===== config.mk =====
export PLATFORM = sky130hd
export DESIGN_NAME = display_io_register_write
export DESIGN_NICKNAME = d
export VERILOG_FILES = /design/src/hdl/dioreg_pkg.sv /design/src/hdl/dioreg_lane.sv /design/src/hdl/dioreg_regfile.sv /design/src/hdl/display_io_register_write.sv
export SDC_FILE = /design/constraint.sdc
export NUM_CORES = 1
export LEC_CHECK = 0
export BUFFER_PORTS_ARGS = -buffer_cell sky130_fd_sc_hd__buf_2
export CAP_MARGIN = 40
export CELL_PAD_IN_SITES_DETAIL_PLACEMENT = 1
export CELL_PAD_IN_SITES_GLOBAL_PLACEMENT = 2
export CORE_ASPECT_RATIO = 1.2
export CORE_MARGIN = 1.5
export CORE_UTILIZATION = 46
export DETAILED_ROUTE_END_ITERATION = 10
export GPL_TIMING_DRIVEN = 0
export HOLD_SLACK_MARGIN = 0.1
export PLACE_DENSITY = 0.9
export RECOVER_POWER = 100
export SLEW_MARGIN = 20
export SYNTH_ARGS = -nofsm -noshare
export SYNTH_HDL_FRONTEND = slang
export SYNTH_SLANG_ARGS = --single-unit

===== constraint.sdc =====
create_clock -name clk -period 9 [get_ports clk]
set_input_delay 1.35 -clock clk [delete_from_list [all_inputs] [get_ports clk]]
set_output_delay 1.35 -clock clk [all_outputs]
set_load 0.02 [all_outputs]

===== src/hdl/dioreg_pkg.sv =====
`timescale 1ns / 1ps
// ----------------------------------------------------------------------------
// dioreg_pkg: shared types and constants
// Byte lane decode record, register kind codes and I/O offsets.
// ----------------------------------------------------------------------------
package dioreg_pkg;

	localparam int OffW   = 10;
	localparam int Lanes  = 4;
	localparam int LaneW  = 2;

	// offsets within the I/O region
	localparam logic [OffW-1:0] OffDispcntHi = 10'h001;
	localparam logic [OffW-1:0] OffRsvdHi    = 10'h003;
	localparam logic [OffW-1:0] OffStatHi    = 10'h005;
	localparam logic [OffW-1:0] OffVcountLo  = 10'h006;
	localparam logic [OffW-1:0] OffVcountHi  = 10'h007;
	localparam logic [OffW-1:0] OffBgcntHi   = 10'h00F;
	localparam logic [OffW-1:0] OffScrollHi  = 10'h01F;
	localparam logic [OffW-1:0] OffImeLo     = 10'h208;
	localparam logic [OffW-1:0] OffImeHi     = 10'h209;
	localparam logic [OffW-1:0] OffImeRsvdLo = 10'h20A;
	localparam logic [OffW-1:0] OffImeRsvdHi = 10'h20B;

	// access size codes
	localparam logic [1:0] OpByte    = 2'd0;
	localparam logic [1:0] OpHalf    = 2'd1;
	localparam logic [1:0] OpWord    = 2'd2;
	localparam logic [1:0] OpWordAlt = 2'd3;  // spare code, handled as a word

	typedef enum logic [2:0] {
		KIND_DISPCNT,
		KIND_DISPSTAT,
		KIND_BGCNT,
		KIND_SCROLL,
		KIND_IME,
		KIND_IGNORE,
		KIND_UNMAPPED
	} kind_t;

	typedef struct packed {
		logic [OffW-1:0] offset;
		logic [7:0]      data;
		kind_t           kind;
		logic [2:0]      idx;
		logic            hi;
	} lane_t;

endpackage


===== src/hdl/dioreg_lane.sv =====
`timescale 1ns / 1ps
// ----------------------------------------------------------------------------
// dioreg_lane: byte lane decoder
// Forms the offset and data byte of one lane and decodes its target register.
// ----------------------------------------------------------------------------
module dioreg_lane
	import dioreg_pkg::*;
(
	input  logic [LaneW-1:0] lane_idx,
	input  logic [OffW-1:0]  io_offset,
	input  logic [31:0]      write_data,
	output lane_t            lane
);

	logic [OffW-1:0] off;

	assign off = io_offset + {{(OffW-LaneW){1'b0}}, lane_idx};

	always_comb begin
		lane.offset = off;
		lane.data   = write_data[8*lane_idx +: 8];
		lane.hi     = off[0];
		lane.idx    = 3'd0;
		if (off <= OffDispcntHi) begin
			lane.kind = KIND_DISPCNT;
		end else if (off <= OffRsvdHi || off == OffVcountLo || off == OffVcountHi) begin
			lane.kind = KIND_IGNORE;
		end else if (off <= OffStatHi) begin
			lane.kind = KIND_DISPSTAT;
		end else if (off <= OffBgcntHi) begin
			lane.kind = KIND_BGCNT;
			lane.idx  = {1'b0, off[2:1]};
		end else if (off <= OffScrollHi) begin
			lane.kind = KIND_SCROLL;
			lane.idx  = off[3:1];
		end else if (off == OffImeLo || off == OffImeHi) begin
			lane.kind = KIND_IME;
		end else if (off == OffImeRsvdLo || off == OffImeRsvdHi) begin
			lane.kind = KIND_IGNORE;
		end else begin
			lane.kind = KIND_UNMAPPED;
		end
	end

endmodule


===== src/hdl/dioreg_regfile.sv =====
`timescale 1ns / 1ps
// ----------------------------------------------------------------------------
// dioreg_regfile: display register file
// Applies one decoded byte write per wr_en cycle, returns the packed halfword.
// ----------------------------------------------------------------------------
module dioreg_regfile
	import dioreg_pkg::*;
(
	input  logic        clk,
	input  logic        arst_n,
	input  logic        wr_en,
	input  lane_t       lane,
	output logic [15:0] value,
	output logic        unmapped
);

	logic [15:0] dispcnt_q;
	logic [10:0] dispstat_q;     // [2:0] enables, [10:3] line compare
	logic [13:0] bgcnt_q [4];    // [13:6] high byte, [5:0] low bits 7:6,3:0
	logic [8:0]  scroll_q [8];
	logic        ime_q;

	logic [15:0] dispcnt_d;
	logic [10:0] dispstat_d;
	logic [13:0] bgcnt_d;
	logic [8:0]  scroll_d;
	logic        ime_d;
	logic [13:0] bg_cur;
	logic [8:0]  sc_cur;
	logic [7:0]  d;

	assign d      = lane.data;
	assign bg_cur = bgcnt_q[lane.idx[1:0]];
	assign sc_cur = scroll_q[lane.idx];

	always_comb begin
		dispcnt_d  = lane.hi ? {d, dispcnt_q[7:0]} : {dispcnt_q[15:8], d & 8'hF7};
		dispstat_d = lane.hi ? {d, dispstat_q[2:0]} : {dispstat_q[10:3], d[5:3]};
		if (!lane.hi)
			bgcnt_d = {bg_cur[13:6], d[7:6], d[3:0]};
		else if (lane.idx[1])
			bgcnt_d = {d, bg_cur[5:0]};
		else
			bgcnt_d = {d[7:6], bg_cur[11], d[4:0], bg_cur[5:0]};   // overflow kept
		scroll_d = lane.hi ? {d[0], sc_cur[7:0]} : {1'b0, d};
		ime_d    = lane.hi ? ime_q : d[0];
	end

	always_comb begin
		value    = 16'h0000;
		unmapped = 1'b0;
		case (lane.kind)
			KIND_DISPCNT:  value = dispcnt_d;
			KIND_DISPSTAT: value = {dispstat_d[10:3], 2'b00, dispstat_d[2:0], 3'b000};
			KIND_BGCNT:    value = {bgcnt_d[13:6], bgcnt_d[5:4], 2'b00, bgcnt_d[3:0]};
			KIND_SCROLL:   value = {7'd0, scroll_d};
			KIND_IME:      value = {15'd0, ime_d};
			KIND_UNMAPPED: unmapped = 1'b1;
			default:       value = 16'h0000;
		endcase
	end

	always_ff @(posedge clk or negedge arst_n) begin
		if (!arst_n) begin
			dispcnt_q  <= '0;
			dispstat_q <= '0;
			ime_q      <= 1'b0;
			for (int i = 0; i < 4; i++) bgcnt_q[i] <= '0;
			for (int i = 0; i < 8; i++) scroll_q[i] <= '0;
		end else if (wr_en) begin
			case (lane.kind)
				KIND_DISPCNT:  dispcnt_q <= dispcnt_d;
				KIND_DISPSTAT: dispstat_q <= dispstat_d;
				KIND_BGCNT:    bgcnt_q[lane.idx[1:0]] <= bgcnt_d;
				KIND_SCROLL:   scroll_q[lane.idx] <= scroll_d;
				KIND_IME:      ime_q <= ime_d;
				default:       ;
			endcase
		end
	end

endmodule


===== src/hdl/display_io_register_write.sv =====
`timescale 1ns / 1ps
// ----------------------------------------------------------------------------
// display_io_register_write: display I/O register write port
// Splits a bus write into byte writes and updates the display registers.
// ----------------------------------------------------------------------------
// An accepted write item is split at once by four byte-lane decoders into
// byte writes at io_offset + 0..3 (wrapping within the 1 KiB region, low data
// byte first). The lane records are held, and the register file then applies
// one byte per cycle while the result side keeps up, each producing one
// result item with the byte's offset, the packed halfword after that write,
// an unmapped flag and a last marker. A byte access writes one lane, a
// halfword two and a word (or size code three) all four, through the
// register file's single write port, which serves one lane a cycle. A new
// write item is taken in the cycle after the last byte of the current one
// has moved into the result register, so back-to-back accesses leave a gap
// in the results even while the result side keeps up; while res_ready holds
// off a waiting result, the byte sequence stalls.
// Reserved and read-only bytes report zero; unknown offsets report unmapped.
// ----------------------------------------------------------------------------
module display_io_register_write
	import dioreg_pkg::*;
(
	input  logic             clk,
	input  logic             arst_n,
	input  logic             wr_valid,
	output logic             wr_ready,
	input  logic [OffW-1:0]  io_offset,
	input  logic [1:0]       op,
	input  logic [31:0]      write_data,
	output logic             res_valid,
	input  logic             res_ready,
	output logic [OffW-1:0]  byte_offset,
	output logic [15:0]      register_value,
	output logic             unmapped,
	output logic             last
);

	lane_t            lane_d [Lanes];
	lane_t            lanes_q [Lanes];
	lane_t            cur;
	logic             busy_q;
	logic [LaneW-1:0] k_q;
	logic [LaneW-1:0] last_idx_q;
	logic             res_valid_q;
	logic             accept;
	logic             step;
	logic             is_last;
	logic [15:0]      rf_value;
	logic             rf_unmapped;

	// byte lanes decode all bytes of the item side by side
	for (genvar g = 0; g < Lanes; g++) begin : g_lane
		dioreg_lane u_lane (
			.lane_idx   (LaneW'(g)),
			.io_offset  (io_offset),
			.write_data (write_data),
			.lane       (lane_d[g])
		);
	end

	assign wr_ready = !busy_q;
	assign accept   = wr_valid && wr_ready;
	assign step     = busy_q && (!res_valid_q || res_ready);
	assign cur      = lanes_q[k_q];
	assign is_last  = (k_q == last_idx_q);

	dioreg_regfile u_regfile (
		.clk      (clk),
		.arst_n   (arst_n),
		.wr_en    (step),
		.lane     (cur),
		.value    (rf_value),
		.unmapped (rf_unmapped)
	);

	// sequencer over the held lanes
	always_ff @(posedge clk or negedge arst_n) begin
		if (!arst_n) begin
			busy_q      <= 1'b0;
			k_q         <= '0;
			last_idx_q  <= '0;
			res_valid_q <= 1'b0;
		end else begin
			if (accept) begin
				busy_q <= 1'b1;
				k_q    <= '0;
				case (op)
					OpByte:  last_idx_q <= LaneW'(0);
					OpHalf:  last_idx_q <= LaneW'(1);
					default: last_idx_q <= LaneW'(Lanes - 1);
				endcase
			end else if (step) begin
				if (is_last)
					busy_q <= 1'b0;
				else
					k_q <= k_q + LaneW'(1);
			end
			if (step)
				res_valid_q <= 1'b1;
			else if (res_ready)
				res_valid_q <= 1'b0;
		end
	end

	// lane records and result register (payload only)
	always_ff @(posedge clk) begin
		if (accept) begin
			for (int i = 0; i < Lanes; i++) lanes_q[i] <= lane_d[i];
		end
		if (step) begin
			byte_offset    <= cur.offset;
			register_value <= rf_value;
			unmapped       <= rf_unmapped;
			last           <= is_last;
		end
	end

	assign res_valid = res_valid_q;

endmodule

* Word-level counts from Yosys, hierarchy flattened
Memories as Yosys holds them, arrays and structs flattened.
Index checks and enable logic that the tools add are counted.
W data, S select, Z words.
** Operators by class
- Equality and inequality tests :: 32
- Reductions and logical operators :: 35
- Bitwise logic cells :: 2
- Add/subtract/negate cells :: 4
- Order comparisons :: 24
- Muxes and demuxes :: 75
** Operator list (number)
- $eq A10 B10 Y1 const B :: 16
- $mux W3 :: 32
- $eq A10 B3 Y1 const B :: 8
- $pmux W16 S5 :: 1
- $bwmux W72 :: 1
- $bwmux W56 :: 1
- $mux W14 :: 4
- $le A10 B1 Y1 const B :: 4
- $le A10 B2 Y1 const B :: 4
- $le A10 B3 Y1 const B :: 4
- $le A10 B4 Y1 const B :: 4
- $le A10 B5 Y1 const B :: 4
- $bmux W14 S2 :: 1
- $demux W14 S2 :: 1
- $bmux W9 S3 :: 1
- $demux W9 S3 :: 1
- $mux W6 :: 4
- $mux W2 :: 11
- $add A10 B2 Y10 const B :: 2
- $mux W9 :: 2
- $logic_or A1 B1 Y1 :: 17
- $mux W16 :: 1
- $mux W8 :: 2
- $reduce_and A2 Y1 :: 7
- other kinds (23) :: 39
** Word-level totals
- Output and inout port bits :: 30
- Memory bits (writable) :: 100
- Logic and storage cells :: 196
- Input bits :: 48
- Bits in registers :: 190
- Memories :: 1
** Memories
- lanes_q :: depth 4, width 25, rd ports 1, clocked after memory_dff 0, write ports 4, RTL line display_io_register_write.sv:39 : lane_t lanes_q [Lanes];

* Logic depth before layout (Yosys ltp)
- Depth in word-level cells :: 10
- Mapped depth :: 10
- Depth with buffers taken out :: 8

* Cells and area by module
A second synthesis with hierarchy kept.
** Second synthesis, totals
- Cells, all modules :: 1183
- Area total of the unflattened synthesis :: 14976.9 um^2
** Modules (own cells, without submodules)
- dioreg_regfile :: instances 1, seq. area each 3703.6 um^2, cells an instance 657, area an instance 7250.7 um^2
- display_io_register_write :: instances 1, seq. area each 3993.8 um^2, cells an instance 189, area an instance 4759.6 um^2
- dioreg_lane at g_lane[0].u_lane ... :: instances 3, seq. area each 0.0 um^2, cells an instance 79, area an instance 704.4 um^2
- dioreg_lane at g_lane[3].u_lane :: instances 1, seq. area each 0.0 um^2, cells an instance 100, area an instance 853.3 um^2

* Worst setup path before layout
No wires, ideal clock.
- Kind :: input port to flip-flop
- Start :: input wr_valid
- End :: register last_idx_q[1]
- Setup time :: 0.133 ns
- Buffers on the path :: 1
- Path slack :: 4.223 ns
- Required time :: 8.867 ns
- Stages :: 3
- Arrival time :: 4.644 ns
- Cells stage by stage :: nor2b_1 clkbuf_1 mux2_2
** On the way
- Word-level cells in the longest chain between the ends :: 1
** Ends and longest elaborated chain
- from (decl) :: RTL line display_io_register_write.sv:25 : input logic wr_valid,
- $logic_and A1 B1 Y1 :: RTL line display_io_register_write.sv:62 : assign accept = wr_valid && wr_ready;
- named net accept :: RTL line display_io_register_write.sv:45 : logic accept;
- to (signal assigned) :: RTL line display_io_register_write.sv:88 : OpByte: last_idx_q <= LaneW'(0);
- to (signal assigned) :: RTL line display_io_register_write.sv:89 : OpHalf: last_idx_q <= LaneW'(1);
- to (signal assigned) :: RTL line display_io_register_write.sv:90 : default: last_idx_q <= LaneW'(Lanes - 1);
- to (decl) :: RTL line display_io_register_write.sv:43 : logic [LaneW-1:0] last_idx_q;
The timed path passes the listed nets, and every way through them passes these cells.
A chain may end at the register's enable or synchronous reset.

==> results.py <==
metrics = {
    "status": {
        "outcome": "complete, but fails checks",
        "failed_checks": "capacitance limit, slew limit",
    },
    "logic_synthesis": {
        "ys.warnings.count": 0,
        "postSynthCellCount": 1059,
        "most_frequent_cells_after_synthesis": "154 x sky130_fd_sc_hd__dfrtp_1, 122 x sky130_fd_sc_hd__edfxtp_1, 119 x sky130_fd_sc_hd__nor2_1",
        "postSynth.asyncResetShare_pct": 55.8,
        "synth_edf_count": 122,
        "synth.most_common_cell": "sky130_fd_sc_hd__dfrtp_1",
        "synth_area_leader_cell": "sky130_fd_sc_hd__dfrtp_1",
        "ys_seq_elements": 276,
        "synth_fp_nets": 1117,
        "ys_top_cells_by_area": "sky130_fd_sc_hd__dfrtp_1 29%, sky130_fd_sc_hd__edfxtp_1 28%, sky130_fd_sc_hd__mux4_2 6.0%, sky130_fd_sc_hd__mux2_2 4.2%, sky130_fd_sc_hd__mux2i_1 3.7%",
        "synth.yosys.seq_area_share_pct": 57.5,
        "yosysTopAreaCellShare_pct": 29.5,
        "netlist_area_mm2": 0.0131,
        "syn_avg_cell_area_um2": 12.4,
        "synth_cell_type_count": 71,
        "ys.flop_type": "sky130_fd_sc_hd__dfrtp_1",
    },
    "power": {
        "power_per_cell_area_mw_per_mm2": 340,
        "lkg_pwr_nw": 5.86,
        "power.ir.vdd_worst_mv": 0.181,
        "total_power_mw": 5.06,
    },
    "clocking": {
        "cts_tree": "built",
        "postCtsResizedCells": 0,
        "clock_path_buffers": 3,
        "clock-sinks": 276,
        "ctsHtreeMaxLevel": 1,
        "cts_made_buffers": 28,
        "cts.clk_slew.worst_paths_ns": 0.06,
        "clk_latency_ns": 0.56,
        "cts_hold_buf": 0,
        "post_cts_buffers": 0,
        "clock_tree_root_buffer_cell": "sky130_fd_sc_hd__clkbuf_16",
    },
    "drt": {
        "postRouteWirelength_um": 37000,
        "drt.antenna.violating_nets": 0,
        "number_of_remaining_drc_errors": 0,
        "detailedRoute.firstPassIterationCount": 5,
        "routed_wire_length_per_instance_um": 23.5,
        "vias_per_cell": 5.90,
        "detail_route.iter0.violations": 520,
        "route.vias.total": 9287,
    },
    "setup_path": {
        "critical_path_class": "in2reg",
        "critical_path.max_stage_delay_ns": 2.37,
        "path_common_cell": "sky130_fd_sc_hd__clkbuf_1",
        "cp.required_ns": 9.09,
        "critical_path.endpoint_type": "flip-flop",
        "arrival_worst_endpoint_ns": 5.45,
        "critical_path.top_delay_family": "buffers and inverters",
        "cp.buffers_inverters": 3,
        "timing.critical_path.fanout_max": 61,
        "cp-start-kind": "input pin",
        "cell_breakdown_of_the_critical_path": "buf_2 > nor2b_1 > clkbuf_1 > clkbuf_1",
        "reg2reg_setup_slack_ns": 4.07,
        "critical-path-slowest-cell": "sky130_fd_sc_hd__clkbuf_1",
    },
    "sta": {
        "worstMarginPinSlew_ns": 4.43,
        "highest_clock_rate_ghz": 0.186,
        "max_slew_margin_pct": -195,
        "rsz0062_at_grt": "no",
        "shortest_period_the_worst_path_allows_ns": 5.36,
        "setup_ws_ns": 3.64,
        "post-route-period-util_pct": 59.6,
        "finalHoldViolCount": 0,
        "report.final.setup_viol": 0,
        "totalNegativeSetupSlack_ns": 0,
        "maxSlewViolCount": 178,
        "worst_clk_skew_ns": 0.0143,
    },
    "floorplan": {
        "boundaryPins": 78,
        "floorplan.rows": 67,
        "floorplan.initialDensity_pct": 46.9,
        "chipWidth_um": 157,
        "die_h_um": 188,
        "core_region_area_mm2": 0.0279,
        "die-area_mm2": 0.0295,
    },
    "placed_design": {
        "portBuffers": 77,
        "dp_hpwl_um": 26500,
        "place.detailed.instances": 1522,
        "dp_worst_setup_slack_ns": 4.76,
        "gp_congestion": 0.904,
    },
    "grt": {
        "globalRouteOverflowTotal": 0,
        "global_route_wire_length_before_repair_um": 58000,
        "grt_start_max_net_pins": 80,
        "groute.usage.overall_pct": 25.7,
        "grt_antenna_before_repair": 0,
        "grt_pass1_vias": 9933,
    },
    "final_layout": {
        "net_count_final": 1232,
        "areaGrowthSynthToFinish_pct": 13.6,
        "diodes": 0,
        "finalNonFillerCells": 1575,
        "final_layout_size_suffix_gt1_share_pct": 16.5,
    },
    "worst_hold_path": {
        "hp-class": "reg2reg",
    },
    "run": {
        "maxCapViolCount": 3,
    },
}
==> final cells by class <==
class	count	area, um^2
clock buffer	30	708
clock inverter	22	337
multi-input combinational	692	5060
fill	2940	13100
timing repair buffer	85	395
tap	379	474
inverter	23	86.3
sequential	276	7520
buffer	68	288
==> sequential cells by signal, summed over array words and instances, names as in the netlist <==
register              flops
last                      1
u_regfile.dispcnt_q      16
busy_q                    1
last_idx_q                2
register_value           16
k_q                       2
lanes_q                  94
u_regfile.ime_q           1
u_regfile.scroll_q       64
u_regfile.bgcnt_q        56
unmapped                  1
res_valid                 1
byte_offset              10
u_regfile.dispstat_q     11
==> logic make-up (layout without fill, tap and decap cells) <==
logic type               Yosys count  in the layout  share of synthesized area [%]
AO/OA/AOI/OAI                    220            220                           10.8
XOR/XNOR                          21             21                           1.41
adder cells (fa/ha/maj)           10             10                          0.956
buffers and inverters             91            228                           3.32
flip-flops                       276            276                           57.5
multiplexers                     134            134                           14.1
AND/OR/NAND/NOR                  307            307                           11.9
==> worst reg2reg max path: stages (launching register included) <==
cell                       delay [ns]
sky130_fd_sc_hd__dfrtp_1         0.44
sky130_fd_sc_hd__nor2b_1         0.14
sky130_fd_sc_hd__clkbuf_1        1.45
sky130_fd_sc_hd__clkbuf_1        2.37
==> path summary, 6_finish.rpt <==
| kind | from | end | cells after the start |
|---|---|---|---|
| worst min register to register | u_regfile.bgcnt_q[53] | u_regfile.bgcnt_q[53] | 1 |
| worst max-delay path | wr_valid | lanes_q[1][23] | 4 |
| worst min-delay path | u_regfile.bgcnt_q[53] | u_regfile.bgcnt_q[53] | 1 |
| worst max register to register | busy_q | lanes_q[1][23] | 3 |
| max in group asynchronous | arst_n | u_regfile.scroll_q[12] | 1 |
| min in group asynchronous | arst_n | u_regfile.bgcnt_q[50] | 1 |
==> power breakdown <==
group / total, mW / switching [mW] / internal, mW
Combinational: 1.84 / 1.18 / 0.655
Clock: 1.31 / 0.508 / 0.802
Sequential: 1.91 / 0.182 / 1.73
Total: 5.06 / 1.87 / 3.19
==> metal layers <==
layer  up-vias  track usage (%)  share of wire (%)
li1       4192                -                  -
met2       224             46.5                 53
met5         -                0                  0
met3        69             2.43                3.3
met1      4802             31.9                 41
met4         0             9.08                3.4
==> through the flow <==
step / util, % / area, um^2 / hold WS [ns]
after floorplan: - / 13100 / 0.424
after global placement: 49.9 / 13900 / 0.439
after detailed placement: 50.4 / 14100 / 0.470
after CTS: 54.2 / 15100 / 0.484
after global routing: 53.2 / 14900 / 0.509
final: 53.2 / 14900 / 0.479
==> layout by cell type (no fill, tap or decap), types with 5 or more instances in the layout <==
master / netlist / routed
sky130_fd_sc_hd__o21a_1: 5 / 5
sky130_fd_sc_hd__nand2b_1: 7 / 7
sky130_fd_sc_hd__bufinv_16: 0 / 8
sky130_fd_sc_hd__or3_1: 7 / 7
sky130_fd_sc_hd__mux2i_1: 48 / 49
sky130_fd_sc_hd__ha_1: 10 / 10
sky130_fd_sc_hd__mux4_2: 35 / 35
sky130_fd_sc_hd__o211ai_1: 5 / 5
sky130_fd_sc_hd__a21oi_2: 8 / 7
sky130_fd_sc_hd__and3_1: 8 / 8
sky130_fd_sc_hd__o221ai_1: 8 / 8
sky130_fd_sc_hd__nand2_1: 52 / 52
sky130_fd_sc_hd__and2_1: 10 / 8
sky130_fd_sc_hd__nor2_1: 119 / 119
sky130_fd_sc_hd__a31oi_1: 9 / 9
sky130_fd_sc_hd__clkbuf_1: 28 / 99
sky130_fd_sc_hd__nand4_1: 19 / 19
sky130_fd_sc_hd__buf_2: 23 / 47
sky130_fd_sc_hd__dfrtp_1: 154 / 154
sky130_fd_sc_hd__inv_1: 21 / 21
sky130_fd_sc_hd__xor2_1: 9 / 9
sky130_fd_sc_hd__a21oi_1: 94 / 95
sky130_fd_sc_hd__nand3_1: 16 / 16
sky130_fd_sc_hd__a22oi_1: 19 / 19
sky130_fd_sc_hd__clkinv_2: 0 / 5
sky130_fd_sc_hd__nor2b_1: 6 / 6
sky130_fd_sc_hd__o21ai_0: 27 / 30
sky130_fd_sc_hd__mux2_2: 49 / 49
sky130_fd_sc_hd__edfxtp_1: 122 / 122
sky130_fd_sc_hd__nor4_1: 11 / 12
sky130_fd_sc_hd__nor3_1: 22 / 25
sky130_fd_sc_hd__xnor2_1: 12 / 12
sky130_fd_sc_hd__clkinv_1: 2 / 7
sky130_fd_sc_hd__or2_2: 5 / 5
sky130_fd_sc_hd__a221oi_1: 5 / 5
sky130_fd_sc_hd__clkbuf_16: 0 / 28
Note: power is estimated with default switching activity, not from simulation.
